--- config.mk ---
export PLATFORM = sky130hd
export DESIGN_NAME = trial_division_prime_test_top
export DESIGN_NICKNAME = d
export VERILOG_FILES = /design/src/rtl/tdpt_pkg.sv /design/src/rtl/trial_division_prime_test_top.sv
export VERILOG_INCLUDE_DIRS = /design/src /design/src/rtl
export SDC_FILE = /design/constraint.sdc
export NUM_CORES = 1
export LEC_CHECK = 0
export BUFFER_PORTS_ARGS = -buffer_cell sky130_fd_sc_hd__buf_2
export CELL_PAD_IN_SITES_DETAIL_PLACEMENT = 1
export CELL_PAD_IN_SITES_GLOBAL_PLACEMENT = 1
export CORE_MARGIN = 5
export CORE_UTILIZATION = 49
export CTS_CLUSTER_DIAMETER = 40
export DETAILED_ROUTE_END_ITERATION = 12
export PLACE_DENSITY_LB_ADDON = 0.12
export SYNTH_ARGS = -nofsm -noshare
export SYNTH_HDL_FRONTEND = slang
export SYNTH_SLANG_ARGS = --single-unit
--- constraint.sdc ---
create_clock -name aclk -period 4.18 [get_ports aclk]
set_clock_uncertainty 0.05 [all_clocks]
set_input_delay 0.627 -clock aclk [delete_from_list [all_inputs] [get_ports aclk]]
set_output_delay 0.627 -clock aclk [all_outputs]
set_load 0.02 [all_outputs]
--- src/rtl/trial_division_prime_test_top_defines.svh ---
// Assertion macros for the trial-division prime test block.
// Included by the top level; it expects a clock aclk and a reset aresetn.
`ifndef TRIAL_DIVISION_PRIME_TEST_TOP_DEFINES_SVH
`define TRIAL_DIVISION_PRIME_TEST_TOP_DEFINES_SVH

// Checks a property on every rising clock edge outside reset.
`define TDPT_ASSERT(lbl, prop, msg) \
    lbl: assert property (@(posedge aclk) disable iff (!aresetn) prop) else $error(msg);

// Checks a property on every rising clock edge, reset included.
`define TDPT_ASSERT_ALWAYS(lbl, prop, msg) \
    lbl: assert property (@(posedge aclk) prop) else $error(msg);

`endif

--- src/rtl/tdpt_pkg.sv ---
// Package for the trial-division prime test block.
// Holds the operand widths and the controller state type; depends on nothing.
`default_nettype none

package tdpt_pkg;

    localparam int VALUE_WIDTH = 31;
    localparam int DIV_WIDTH   = VALUE_WIDTH / 2 + 2;
    localparam int CNT_WIDTH   = $clog2(VALUE_WIDTH);

    localparam logic [DIV_WIDTH-1:0] DIV_TWO   = DIV_WIDTH'(2);
    localparam logic [DIV_WIDTH-1:0] DIV_THREE = DIV_WIDTH'(3);
    localparam logic [CNT_WIDTH-1:0] CNT_LAST  = CNT_WIDTH'(VALUE_WIDTH - 1);

    typedef enum logic [1:0] {
        ST_IDLE,
        ST_DIVIDE,
        ST_CHECK,
        ST_FINISH
    } tdpt_state_t;

endpackage

`default_nettype wire

--- src/rtl/trial_division_prime_test_top.sv ---
// Divisors 2, 3, 5, 7, ... are tried in turn; candidates 0 and 1 go straight to the result.
// Each trial runs the bit-serial restoring divider, one quotient bit a cycle, then a bound check.
// For a 31-bit prime near the top of the range that is about 23171 divisors.
// One transaction is in work at a time; a new one is taken while a result waits for m_ready.
// Reset (aresetn low at a rising edge) empties the block and drops any result not yet taken.
`default_nettype none

module trial_division_prime_test_top
    import tdpt_pkg::*;
(
    input  wire logic                   aclk,
    input  wire logic                   aresetn,
    input  wire logic                   s_valid,
    output logic                        s_ready,
    input  wire logic [VALUE_WIDTH-1:0] s_candidate,
    output logic                        m_valid,
    input  wire logic                   m_ready,
    output logic                        m_is_prime
);

`include "trial_division_prime_test_top_defines.svh"

    tdpt_state_t            state_reg, state_next;
    logic [VALUE_WIDTH-1:0] held_reg, held_next;
    logic [VALUE_WIDTH-1:0] work_reg, work_next;
    logic [DIV_WIDTH-1:0]   rem_reg, rem_next;
    logic [DIV_WIDTH-1:0]   div_reg, div_next;
    logic [CNT_WIDTH-1:0]   count_reg, count_next;
    logic                   prime_reg, prime_next;
    logic                   out_valid_reg, out_valid_next;
    logic                   out_prime_reg, out_prime_next;

    logic [DIV_WIDTH:0]     trial;
    logic                   qbit;
    logic                   below_bound;
    logic                   out_free;
    logic                   accept;

    assign accept      = s_valid && s_ready;
    assign out_free    = !out_valid_reg || m_ready;
    assign trial       = {rem_reg, work_reg[VALUE_WIDTH-1]};
    assign qbit        = (trial >= {1'b0, div_reg});
    assign below_bound = (work_reg < VALUE_WIDTH'(div_reg));

    always_comb begin
        state_next = state_reg;
        unique case (state_reg)
            ST_IDLE: begin
                if (s_valid) begin
                    state_next = (s_candidate < VALUE_WIDTH'(2)) ? ST_FINISH : ST_DIVIDE;
                end
            end
            ST_DIVIDE: begin
                if (count_reg == CNT_LAST) begin
                    state_next = ST_CHECK;
                end
            end
            ST_CHECK: begin
                state_next = (below_bound || rem_reg == '0) ? ST_FINISH : ST_DIVIDE;
            end
            ST_FINISH: begin
                if (out_free) begin
                    state_next = ST_IDLE;
                end
            end
            default: state_next = ST_IDLE;
        endcase
    end

    always_comb begin
        held_next      = held_reg;
        work_next      = work_reg;
        rem_next       = rem_reg;
        div_next       = div_reg;
        count_next     = count_reg;
        prime_next     = prime_reg;
        out_valid_next = out_valid_reg && !m_ready;
        out_prime_next = out_prime_reg;
        s_ready        = 1'b0;
        unique case (state_reg)
            ST_IDLE: begin
                s_ready = 1'b1;
                if (accept) begin
                    held_next  = s_candidate;
                    work_next  = s_candidate;
                    rem_next   = '0;
                    div_next   = DIV_TWO;
                    count_next = '0;
                    prime_next = 1'b0;
                end
            end
            ST_DIVIDE: begin
                if (qbit) begin
                    rem_next = DIV_WIDTH'(trial - {1'b0, div_reg});
                end else begin
                    rem_next = trial[DIV_WIDTH-1:0];
                end
                work_next  = {work_reg[VALUE_WIDTH-2:0], qbit};
                count_next = count_reg + CNT_WIDTH'(1);
            end
            ST_CHECK: begin
                prime_next = below_bound;
                work_next  = held_reg;
                rem_next   = '0;
                count_next = '0;
                div_next   = (div_reg == DIV_TWO) ? DIV_THREE : div_reg + DIV_WIDTH'(2);
            end
            ST_FINISH: begin
                if (out_free) begin
                    out_valid_next = 1'b1;
                    out_prime_next = prime_reg;
                end
            end
            default: begin
                s_ready = 1'b0;
            end
        endcase
    end

    always_ff @(posedge aclk) begin
        if (!aresetn) begin
            state_reg     <= ST_IDLE;
            out_valid_reg <= 1'b0;
        end else begin
            state_reg     <= state_next;
            out_valid_reg <= out_valid_next;
        end
    end

    always_ff @(posedge aclk) begin
        held_reg      <= held_next;
        work_reg      <= work_next;
        rem_reg       <= rem_next;
        div_reg       <= div_next;
        count_reg     <= count_next;
        prime_reg     <= prime_next;
        out_prime_reg <= out_prime_next;
    end

    assign m_valid    = out_valid_reg;
    assign m_is_prime = out_prime_reg;

    // The partial remainder always stays below the divisor.
    `TDPT_ASSERT(a_rem_below_div, (state_reg == ST_DIVIDE) |-> (rem_reg < div_reg), "remainder not below divisor")
    // Only two and odd numbers are ever tried as divisors.
    `TDPT_ASSERT(a_div_odd, (state_reg == ST_DIVIDE) |-> (div_reg[0] || div_reg == DIV_TWO), "even divisor above two")
    // A bound check always follows a complete division.
    `TDPT_ASSERT(a_check_after_div, (state_reg == ST_CHECK) |-> ($past(state_reg) == ST_DIVIDE && $past(count_reg) == CNT_LAST), "check without full division")
    // A new result appears only when a test has finished.
    `TDPT_ASSERT(a_result_from_finish, $rose(out_valid_reg) |-> ($past(state_reg) == ST_FINISH), "result without finished test")
    // Reset leaves no result pending.
    `TDPT_ASSERT_ALWAYS(a_reset_clears, !aresetn |=> !out_valid_reg, "result pending after reset")

endmodule

`default_nettype wire
==> impl_metrics.py, run 1 <==
metrics = {
    "critical_path": {
        "crit_path_max_fanout": 18,
        "critPathLaunch": "div_reg[0]$_SDFFCE_PN0P_",
        "worst_setup_path_start_kind": "flop",
        "cpPeakStageDelay_ns": 0.81,
        "startpoint_of_the_most_critical_register_to_register_path": "div_reg[0]$_SDFFCE_PN0P_",
        "critPathRequiredTime_ns": 4.33,
        "worst_r2r_path_cells": 9,
        "regToRegSetupSlack_ns": 0.95,
        "path_cells": "ha_1 -> fa_1 -> nor2b_1 -> o21ai_0 -> a21oi_1 -> o21ai_1 -> a21oi_2 -> nand4_1 -> a21oi_1",
        "rr_endpoint": "rem_reg[14]$_SDFFCE_PN0P_",
        "critPathMostFrequentCell": "sky130_fd_sc_hd__a21oi_1",
        "path_delay_family": "compound AO/OA/AOI/OAI gates",
        "sum_of_buffers_and_inverters_on_the_critical_path": 0,
        "critPathArrivalTime_ns": 3.38,
        "cpMaxStageDelayCell": "sky130_fd_sc_hd__a21oi_2",
        "critical_path_depth": 9,
        "endpoint": "rem_reg[14]$_SDFFCE_PN0P_",
        "crit_type": "flop to flop",
        "worst_setup_path_end_kind": "flop",
    },
    "placed_design": {
        "buffer_ports.inserted": 37,
        "place.gp.congestion": 0.8790,
        "placement.cell_area_um2": 6223,
        "place.detailed.hpwl_um": 11020,
    },
    "timing": {
        "grt_setup_unrepaired": "false",
        "post-route-period-util_pct": 77.25,
        "timing_hold_violations_final": 0,
        "finalMaxSlewViolations": 0,
        "relSlewSlack_pct": 35.18,
        "worst_slew_pin_slew_ns": 0.9722,
        "setup_total_neg_slack_ns": 0,
        "final_setup_vio_count": 0,
        "max_clock_freq_mhz": 309.7,
        "timing.final.crit_period_ns": 3.229,
    },
    "final_layout": {
        "mostFrequentLayoutCells": "sky130_fd_sc_hd__edfxtp_1 (103), sky130_fd_sc_hd__nor2_1 (71), sky130_fd_sc_hd__a21oi_1 (58)",
        "flow.area_growth_from_synthesis_pct": 10.40,
        "layout-drive-gt1-share_pct": 10.98,
        "most_common_cell_after_layout_fill_and_taps_aside": "sky130_fd_sc_hd__edfxtp_1",
        "nNetsFinal": 663,
        "final_antenna_diode_count": 0,
        "final_instance_area_um2": 6510,
    },
    "job": {
        "max_cap_violations": 0,
    },
    "synthesis": {
        "netlist_top_cells_area": "sky130_fd_sc_hd__edfxtp_1 (52%), sky130_fd_sc_hd__ha_1 (8.5%), sky130_fd_sc_hd__a21oi_1 (4.9%), sky130_fd_sc_hd__nor2_1 (4.5%), sky130_fd_sc_hd__a22oi_1 (3.9%)",
        "synthDistinctLibCells": 49,
        "post_synth_instance_area_um2": 5897,
        "postSynthRegisterBits": 106,
        "synth_fp_nets": 631,
        "synth_largest_type_area_fraction_pct": 52.45,
        "total_of_warnings_raised_by_yosys": 0,
        "synth-edff-count": 103,
        "synth_cells": 555,
        "async_reset_ff_share_pct": 0,
        "most_frequently_used_flop_master_after_synthesis": "sky130_fd_sc_hd__edfxtp_1",
        "post_synth.cell_area_avg_um2": 10.63,
        "fraction_of_the_yosys_area_taken_by_sequential_cells_pct": 53.47,
        "synth.largest_area_cell": "sky130_fd_sc_hd__edfxtp_1",
    },
    "die": {
        "full_die_area_um2": 14330,
        "start_util_pct": 49.51,
        "core_region_area_um2": 11910,
        "chipWidth_um": 119.7,
        "ios": 38,
        "rows": 40,
        "die_height_um": 119.7,
    },
    "global_routing": {
        "global_route.usage.total_pct": 22.09,
        "first_global_vias": 4677,
        "grt_pass1_wl_um": 24780,
        "global_route.overflow_total": 0,
        "maximum_number_of_pins_on_one_net_before_global_route_repair": 63,
        "antenna_found_initial": 0,
    },
    "cts": {
        "htreeDepth": 3,
        "cts_setup_buffers": 0,
        "tritoncts": "done",
        "cts_root_buffer": "sky130_fd_sc_hd__clkbuf_16",
        "clk_path_buf_depth": 2,
        "cts_resized": 0,
        "post_cts_hold_buffer_count": 0,
        "clock_sink_count": 106,
        "tritoncts.num_buffers": 9,
        "clk_transition_reported_paths_ns": 0.08,
        "clock_latency_ns": 0.36,
    },
    "pwr": {
        "pwr_density_nw_per_um2": 949.8,
        "leakagePower_nw": 2.445,
        "ir_worst_vdd_v": 0.0004166,
    },
    "drt": {
        "avgViaCountPerCell": 5.973,
        "vias": 4414,
        "postRouteAntennaNets": 0,
        "totalWireLength_um": 15140,
        "detailedRoute.firstIterationViolations": 300,
        "drcViolationCount": 0,
        "detail_route.first_pass.iterations": 4,
        "wire_per_inst_um": 20.49,
    },
    "worst_hold_path": {
        "timing.hold.worst.class": "flop to flop",
    },
    "outcome": {
        "outcome": "complete, no violations",
    },
}
area by class of cell:
type	count	area [µm²]
Clock inverter	6	57.56
Sequential cell	106	3153
Multi-Input combinational cell	399	2551
Timing Repair Buffer	43	230.2
Clock buffer	10	229.0
Fill cell	1318	5401
Inverter	28	105.1
Tap cell	147	183.9
through the flow:
step	util (%)	worst slack, ns	hold slack (ns)	total power, mW	instances
detailed placement	52.25	0.9694	0.3872	5.360	723
floorplan	-	1.098	0.3503	4.452	555
finish	54.65	0.9509	0.3959	6.183	739
global placement	52.25	1.171	0.3779	5.193	723
CTS	54.65	0.9552	0.4046	6.212	739
global route	54.65	0.7013	0.4053	6.671	739
power by group:
group	total, mW	internal, mW	switching [mW]
clock network	0.834	0.420	0.415
logic	3.12	1.11	2.00
registers	2.23	1.89	0.345
how the worst min path moves through the flow:
stage	startpoint	depth (start not counted)	end	slack, ns
floorplan	prime_reg$_SDFFCE_PN0P_	0	m_is_prime$_DFFE_PP_	0.35
global placement	prime_reg$_SDFFCE_PN0P_	0	m_is_prime$_DFFE_PP_	0.38
detailed placement	prime_reg$_SDFFCE_PN0P_	0	m_is_prime$_DFFE_PP_	0.39
CTS	prime_reg$_SDFFCE_PN0P_	0	m_is_prime$_DFFE_PP_	0.40
global route	s_candidate[9]	1	held_reg[9]$_DFFE_PP_	0.41
finish	prime_reg$_SDFFCE_PN0P_	0	m_is_prime$_DFFE_PP_	0.40
cells by family (layout without fill, tap and decap cells):
logic type | count (synthesis) | in the layout | synth area share, %
XOR/XNOR | 27 | 27 | 4.010
buffers and inverters | 50 | 87 | 3.331
AO/OA/AOI/OAI | 135 | 135 | 14.51
AND/OR/NAND/NOR | 196 | 196 | 15.85
adder cells (fa/ha/maj) | 41 | 41 | 8.827
flip-flops | 106 | 106 | 53.47
synthesized netlist by cell type, drive strengths merged, types with 7 or more instances:
master    n
a21o     13
a21oi    59
a22oi    31
clkbuf   16
edfxtp  103
ha       40
inv      28
nand2    40
nand3    18
nand4    16
nor2     71
nor2b     9
nor3      7
nor4     16
o21ai    13
xnor2    21
per-layer routing:
layer	vias to the layer above	global-route usage [%]	part of all wire, %
met5	-	0	0
met4	0	4.724	1.1
met3	13	4.100	3.5
met2	82	37.75	49
met1	2178	29.49	46
li1	2141	-	-
Power figures use the tool's default switching activity.
==> run 2: changes to the inputs <==
- clock period: 4.18 -> 3.2 ns (I/O delays scaled with it)
==> impl_metrics.py, run 2 (synthesis gave the netlist of run 1 again) <==
metrics = {
    "critical_path": {
        "cpPeakStageDelay_ns": 0.49,
        "critPathArrivalTime_ns": 3.11,
        "crit_type": "flop to flop",
        "critPathRequiredTime_ns": 3.38,
        "regToRegSetupSlack_ns": 0.27,
        "cpMaxStageDelayCell": "sky130_fd_sc_hd__or4_1",
        "worst_setup_path_end_kind": "flop",
        "worst_r2r_path_cells": 9,
        "path_cells": "ha_1 -> fa_1 -> nor2b_1 -> o21ai_0 -> a21oi_1 -> o21ai_1 -> a21o_4 -> or4_1 -> nand3_1",
        "rr_endpoint": "rem_reg[15]$_SDFFCE_PN0P_",
        "startpoint_of_the_most_critical_register_to_register_path": "div_reg[0]$_SDFFCE_PN0P_",
        "worst_setup_path_start_kind": "flop",
        "crit_path_max_fanout": 17,
    },
    "placed_design": {
        "numPlacedInstances": 725,
        "buffer_ports.inserted": 37,
        "place.detailed.hpwl_um": 11070,
        "place.gp.congestion": 0.8559,
    },
    "die": {
        "die_height_um": 119.7,
        "rows": 40,
        "ios": 38,
        "chipWidth_um": 119.7,
        "core_region_area_um2": 11910,
        "full_die_area_um2": 14330,
        "start_util_pct": 49.51,
    },
    "final_layout": {
        "flow.area_growth_from_synthesis_pct": 10.97,
        "fin_cells": 741,
        "layout.core_utilization_pct": 54.94,
        "layout-drive-gt1-share_pct": 11.28,
        "most_common_cell_after_layout_fill_and_taps_aside": "sky130_fd_sc_hd__edfxtp_1",
        "final_antenna_diode_count": 0,
        "mostFrequentLayoutCells": "sky130_fd_sc_hd__edfxtp_1 (103), sky130_fd_sc_hd__nor2_1 (71), sky130_fd_sc_hd__a21oi_1 (58)",
        "nNetsFinal": 665,
    },
    "worst_hold_path": {
        "min-delay-start": "s_candidate[21]",
        "min_path_cells": 1,
        "timing.hold.worst_endpoint": "held_reg[21]$_DFFE_PP_",
        "timing.hold.worst.class": "input port to flop",
    },
    "outcome": {
        "outcome": "complete, no violations",
    },
    "timing": {
        "timing.final.crit_period_ns": 2.932,
        "relSlewSlack_pct": 45.68,
        "timing_hold_violations_final": 0,
        "final_setup_vio_count": 0,
        "grt_setup_unrepaired": "false",
        "max_clock_freq_mhz": 341.0,
        "worst_slew_pin_slew_ns": 0.8140,
        "setup_total_neg_slack_ns": 0,
        "post-route-period-util_pct": 91.64,
        "finalMaxSlewViolations": 0,
    },
    "cts": {
        "clock_latency_ns": 0.36,
        "tritoncts": "done",
        "clock_sink_count": 106,
        "clk_path_buf_depth": 2,
        "cts_root_buffer": "sky130_fd_sc_hd__clkbuf_16",
        "post_cts_hold_buffer_count": 0,
        "clk_transition_reported_paths_ns": 0.08,
        "cts_setup_buffers": 0,
        "htreeDepth": 3,
        "cts_resized": 0,
        "tritoncts.num_buffers": 9,
    },
    "pwr": {
        "totalPowerFinal_mw": 8.189,
        "ir_worst_vdd_v": 0.0004846,
        "pwr_density_nw_per_um2": 1251,
        "leakagePower_nw": 2.463,
    },
    "global_routing": {
        "antenna_found_initial": 0,
        "maximum_number_of_pins_on_one_net_before_global_route_repair": 63,
        "first_global_vias": 4670,
        "global_route.usage.total_pct": 22.29,
        "global_route.overflow_total": 0,
        "grt_pass1_wl_um": 24740,
    },
    "drt": {
        "drcViolationCount": 0,
        "postRouteAntennaNets": 0,
        "avgViaCountPerCell": 5.996,
        "detailedRoute.firstIterationViolations": 306,
        "vias": 4443,
        "wire_per_inst_um": 20.75,
        "totalWireLength_um": 15380,
        "detail_route.first_pass.iterations": 5,
    },
    "job": {
        "max_cap_violations": 0,
    },
}
-- run 2: area by class of cell --
cell class,instances,area (µm²)
flip-flops and latches,106,3153
multi-input cells,399,2559
repair buffers,45,257.7
well taps,147,183.9
fillers,1294,5368
clock inverters,7,60.06
clock buffers,9,225.2
inverters,28,105.1
-- run 2: critical path: cells and delay by family, from the launching register on --
family / cells / cell delay, ns
DFF: 1 / 0.46
and+or+nand+nor: 3 / 0.74
adders and majority gates: 2 / 0.67
AOI/OAI and AO/OA: 4 / 0.88
-- run 2: how the worst max path moves through the flow --
stage	to	cells past startpoint	slack, ns	start
after floorplan	count_reg[0]$_SDFFCE_PN0P_	5	0.12	state_reg[0]$_SDFFE_PN0P_
after global placement	rem_reg[14]$_SDFFCE_PN0P_	9	0.21	div_reg[0]$_SDFFCE_PN0P_
after detailed placement	rem_reg[7]$_SDFFCE_PN0P_	9	0.12	div_reg[0]$_SDFFCE_PN0P_
after CTS	rem_reg[11]$_SDFFCE_PN0P_	9	0.09	div_reg[0]$_SDFFCE_PN0P_
after global routing	rem_reg[7]$_SDFFCE_PN0P_	9	0.09	div_reg[0]$_SDFFCE_PN0P_
final	rem_reg[15]$_SDFFCE_PN0P_	9	0.27	div_reg[0]$_SDFFCE_PN0P_
-- run 2: where the power goes --
| group | leakage [nW] | internal, mW | switching (mW) |
|---|---|---|---|
| sequential | 1.02 | 2.46 | 0.450 |
| clock | 0.138 | 0.544 | 0.547 |
| combinational | 1.30 | 1.52 | 2.67 |
-- run 2: layer usage --
layer	track usage [%]	vias to the layer above	wire length, µm
li1	-	2147	-
met1	27.66	2196	6661
met2	39.65	78	7889
met3	3.393	22	504
met4	7.588	0	319
met5	0	-	0
-- run 2: stage by stage --
step           worst slack, ns  area, µm²  hold WS [ns]
3_5_place_dp            0.1197       6251        0.3740
4_1_cts                0.08830       6536        0.2654
6_report                0.2676       6544        0.2716
3_3_place_gp            0.2084       6251        0.3809
2_1_floorplan           0.1182       5897        0.3503
5_1_grt                0.08689       6544        0.2665
==> run 3: changes to the inputs <==
- CELL_PAD_IN_SITES_DETAIL_PLACEMENT: 1 -> 0
==> impl_metrics.py, run 3 (synthesis gave the netlist of run 1 again) <==
metrics = {
    "global_routing": {
        "grt_pass1_wl_um": 22580,
        "first_global_vias": 4327,
        "maximum_number_of_pins_on_one_net_before_global_route_repair": 63,
        "global_route.overflow_total": 0,
        "antenna_found_initial": 0,
        "global_route.usage.total_pct": 20.34,
    },
    "final_layout": {
        "fin_cells": 740,
        "sequential_cell_area_um2": 3153,
        "num-fill-cells": 1058,
        "multi_input_area_um2": 2559,
        "mostFrequentLayoutCells": "sky130_fd_sc_hd__edfxtp_1 (103), sky130_fd_sc_hd__nor2_1 (71), sky130_fd_sc_hd__a21oi_1 (58)",
        "most_common_cell_after_layout_fill_and_taps_aside": "sky130_fd_sc_hd__edfxtp_1",
        "nNetsFinal": 665,
        "flow.area_growth_from_synthesis_pct": 11.50,
        "final_antenna_diode_count": 0,
        "layout-drive-gt1-share_pct": 11.13,
        "layout.core_utilization_pct": 55.20,
    },
    "timing": {
        "max_clock_freq_mhz": 349.7,
        "final_setup_vio_count": 0,
        "finalMaxSlewViolations": 0,
        "timing.final.crit_period_ns": 2.859,
        "timing_hold_violations_final": 0,
        "setup_total_neg_slack_ns": 0,
        "post-route-period-util_pct": 89.35,
        "grt_setup_unrepaired": "false",
        "worst_slew_pin_slew_ns": 0.7551,
        "relSlewSlack_pct": 49.61,
    },
    "cts": {
        "clock_latency_ns": 0.35,
        "htreeDepth": 3,
        "cts_setup_buffers": 0,
        "tritoncts.num_buffers": 9,
        "cts_root_buffer": "sky130_fd_sc_hd__clkbuf_16",
        "clock_sink_count": 106,
        "clk_path_buf_depth": 2,
        "clk_transition_reported_paths_ns": 0.07,
        "tritoncts": "done",
    },
    "drt": {
        "vias": 4335,
        "totalWireLength_um": 13930,
        "postRouteAntennaNets": 0,
        "avgViaCountPerCell": 5.858,
        "detailedRoute.firstIterationViolations": 335,
        "drcViolationCount": 0,
        "wire_per_inst_um": 18.83,
        "detail_route.first_pass.iterations": 5,
    },
    "placed_design": {
        "buffer_ports.inserted": 37,
        "numPlacedInstances": 725,
        "place.gp.congestion": 0.8559,
        "place.detailed.hpwl_um": 9974,
    },
    "die": {
        "start_util_pct": 49.51,
        "die_height_um": 119.7,
        "rows": 40,
        "ios": 38,
        "core_region_area_um2": 11910,
        "chipWidth_um": 119.7,
        "full_die_area_um2": 14330,
    },
    "worst_hold_path": {
        "min-delay-start": "s_candidate[7]",
        "timing.hold.worst.class": "input port to flop",
    },
    "pwr": {
        "totalPowerFinal_mw": 8.132,
        "pwr_density_nw_per_um2": 1237,
        "ir_worst_vdd_v": 0.0005443,
        "leakagePower_nw": 2.476,
    },
    "outcome": {
        "outcome": "complete, no violations",
    },
    "critical_path": {
        "startpoint_of_the_most_critical_register_to_register_path": "work_reg[30]$_DFFE_PP_",
        "worst_setup_path_end_kind": "flop",
        "crit_path_max_fanout": 17,
        "critPathRequiredTime_ns": 3.36,
        "critPathLaunch": "work_reg[30]$_DFFE_PP_",
        "crit_type": "flop to flop",
        "critPathArrivalTime_ns": 3.02,
        "worst_setup_path_start_kind": "flop",
    },
    "job": {
        "max_cap_violations": 0,
    },
}
## run 3: cell type report
class / instances / area share, %
Sequential cell: 106 / 47.95
Multi-Input combinational cell: 399 / 38.92
Timing Repair Buffer: 45 / 3.920
Clock buffer: 9 / 3.425
Tap cell: 147 / 2.797
Inverter: 28 / 1.598
Clock inverter: 6 / 1.389
## run 3: path summary, 6_finish.rpt
path | to | slack (ns) | depth (start not counted)
worst max-delay path | rem_reg[15]$_SDFFCE_PN0P_ | 0.34 | 10
worst min-delay path | held_reg[7]$_DFFE_PP_ | 0.28 | 1
worst max register to register | rem_reg[15]$_SDFFCE_PN0P_ | 0.34 | 10
worst min register to register | m_is_prime$_DFFE_PP_ | 0.40 | 0
## run 3: stage by stage
step | worst slack, ns | hold slack, ns | cell area, µm²
final | 0.3407 | 0.2850 | 6575
after global routing | 0.1161 | 0.2739 | 6575
after CTS | 0.1828 | 0.2713 | 6568
after detailed placement | 0.2107 | 0.3877 | 6251
after global placement | 0.2084 | 0.3809 | 6251
after floorplan | 0.1182 | 0.3503 | 5897
## run 3: power breakdown
group / switching [mW] / internal [mW] / leakage, nW / total (mW)
Combinational: 2.54 / 1.50 / 1.30 / 4.04
Clock: 0.512 / 0.686 / 0.151 / 1.20
Sequential: 0.433 / 2.46 / 1.02 / 2.89
## run 3: repair_timing
item                                    CTS  global route
hold buffers                              0             0
resized for setup                         0             1
endpoints found under the setup margin    0            16
## run 3: critical path: stages, from the launching register on
cell	delay (ns)
sky130_fd_sc_hd__edfxtp_1	0.39
sky130_fd_sc_hd__inv_1	0.06
sky130_fd_sc_hd__ha_1	0.22
sky130_fd_sc_hd__fa_1	0.41
sky130_fd_sc_hd__nor2b_1	0.17
sky130_fd_sc_hd__o21ai_0	0.15
sky130_fd_sc_hd__a21oi_1	0.21
sky130_fd_sc_hd__o21ai_1	0.18
sky130_fd_sc_hd__a21o_4	0.33
sky130_fd_sc_hd__or4_1	0.48
sky130_fd_sc_hd__nand3_1	0.08
## run 3: routing by layer
layer | GRT usage [%] | wire length, µm
met1 | 26.78 | 6363
met2 | 34.75 | 6805
met3 | 2.403 | 545
met4 | 7.301 | 217
met5 | 0 | 0
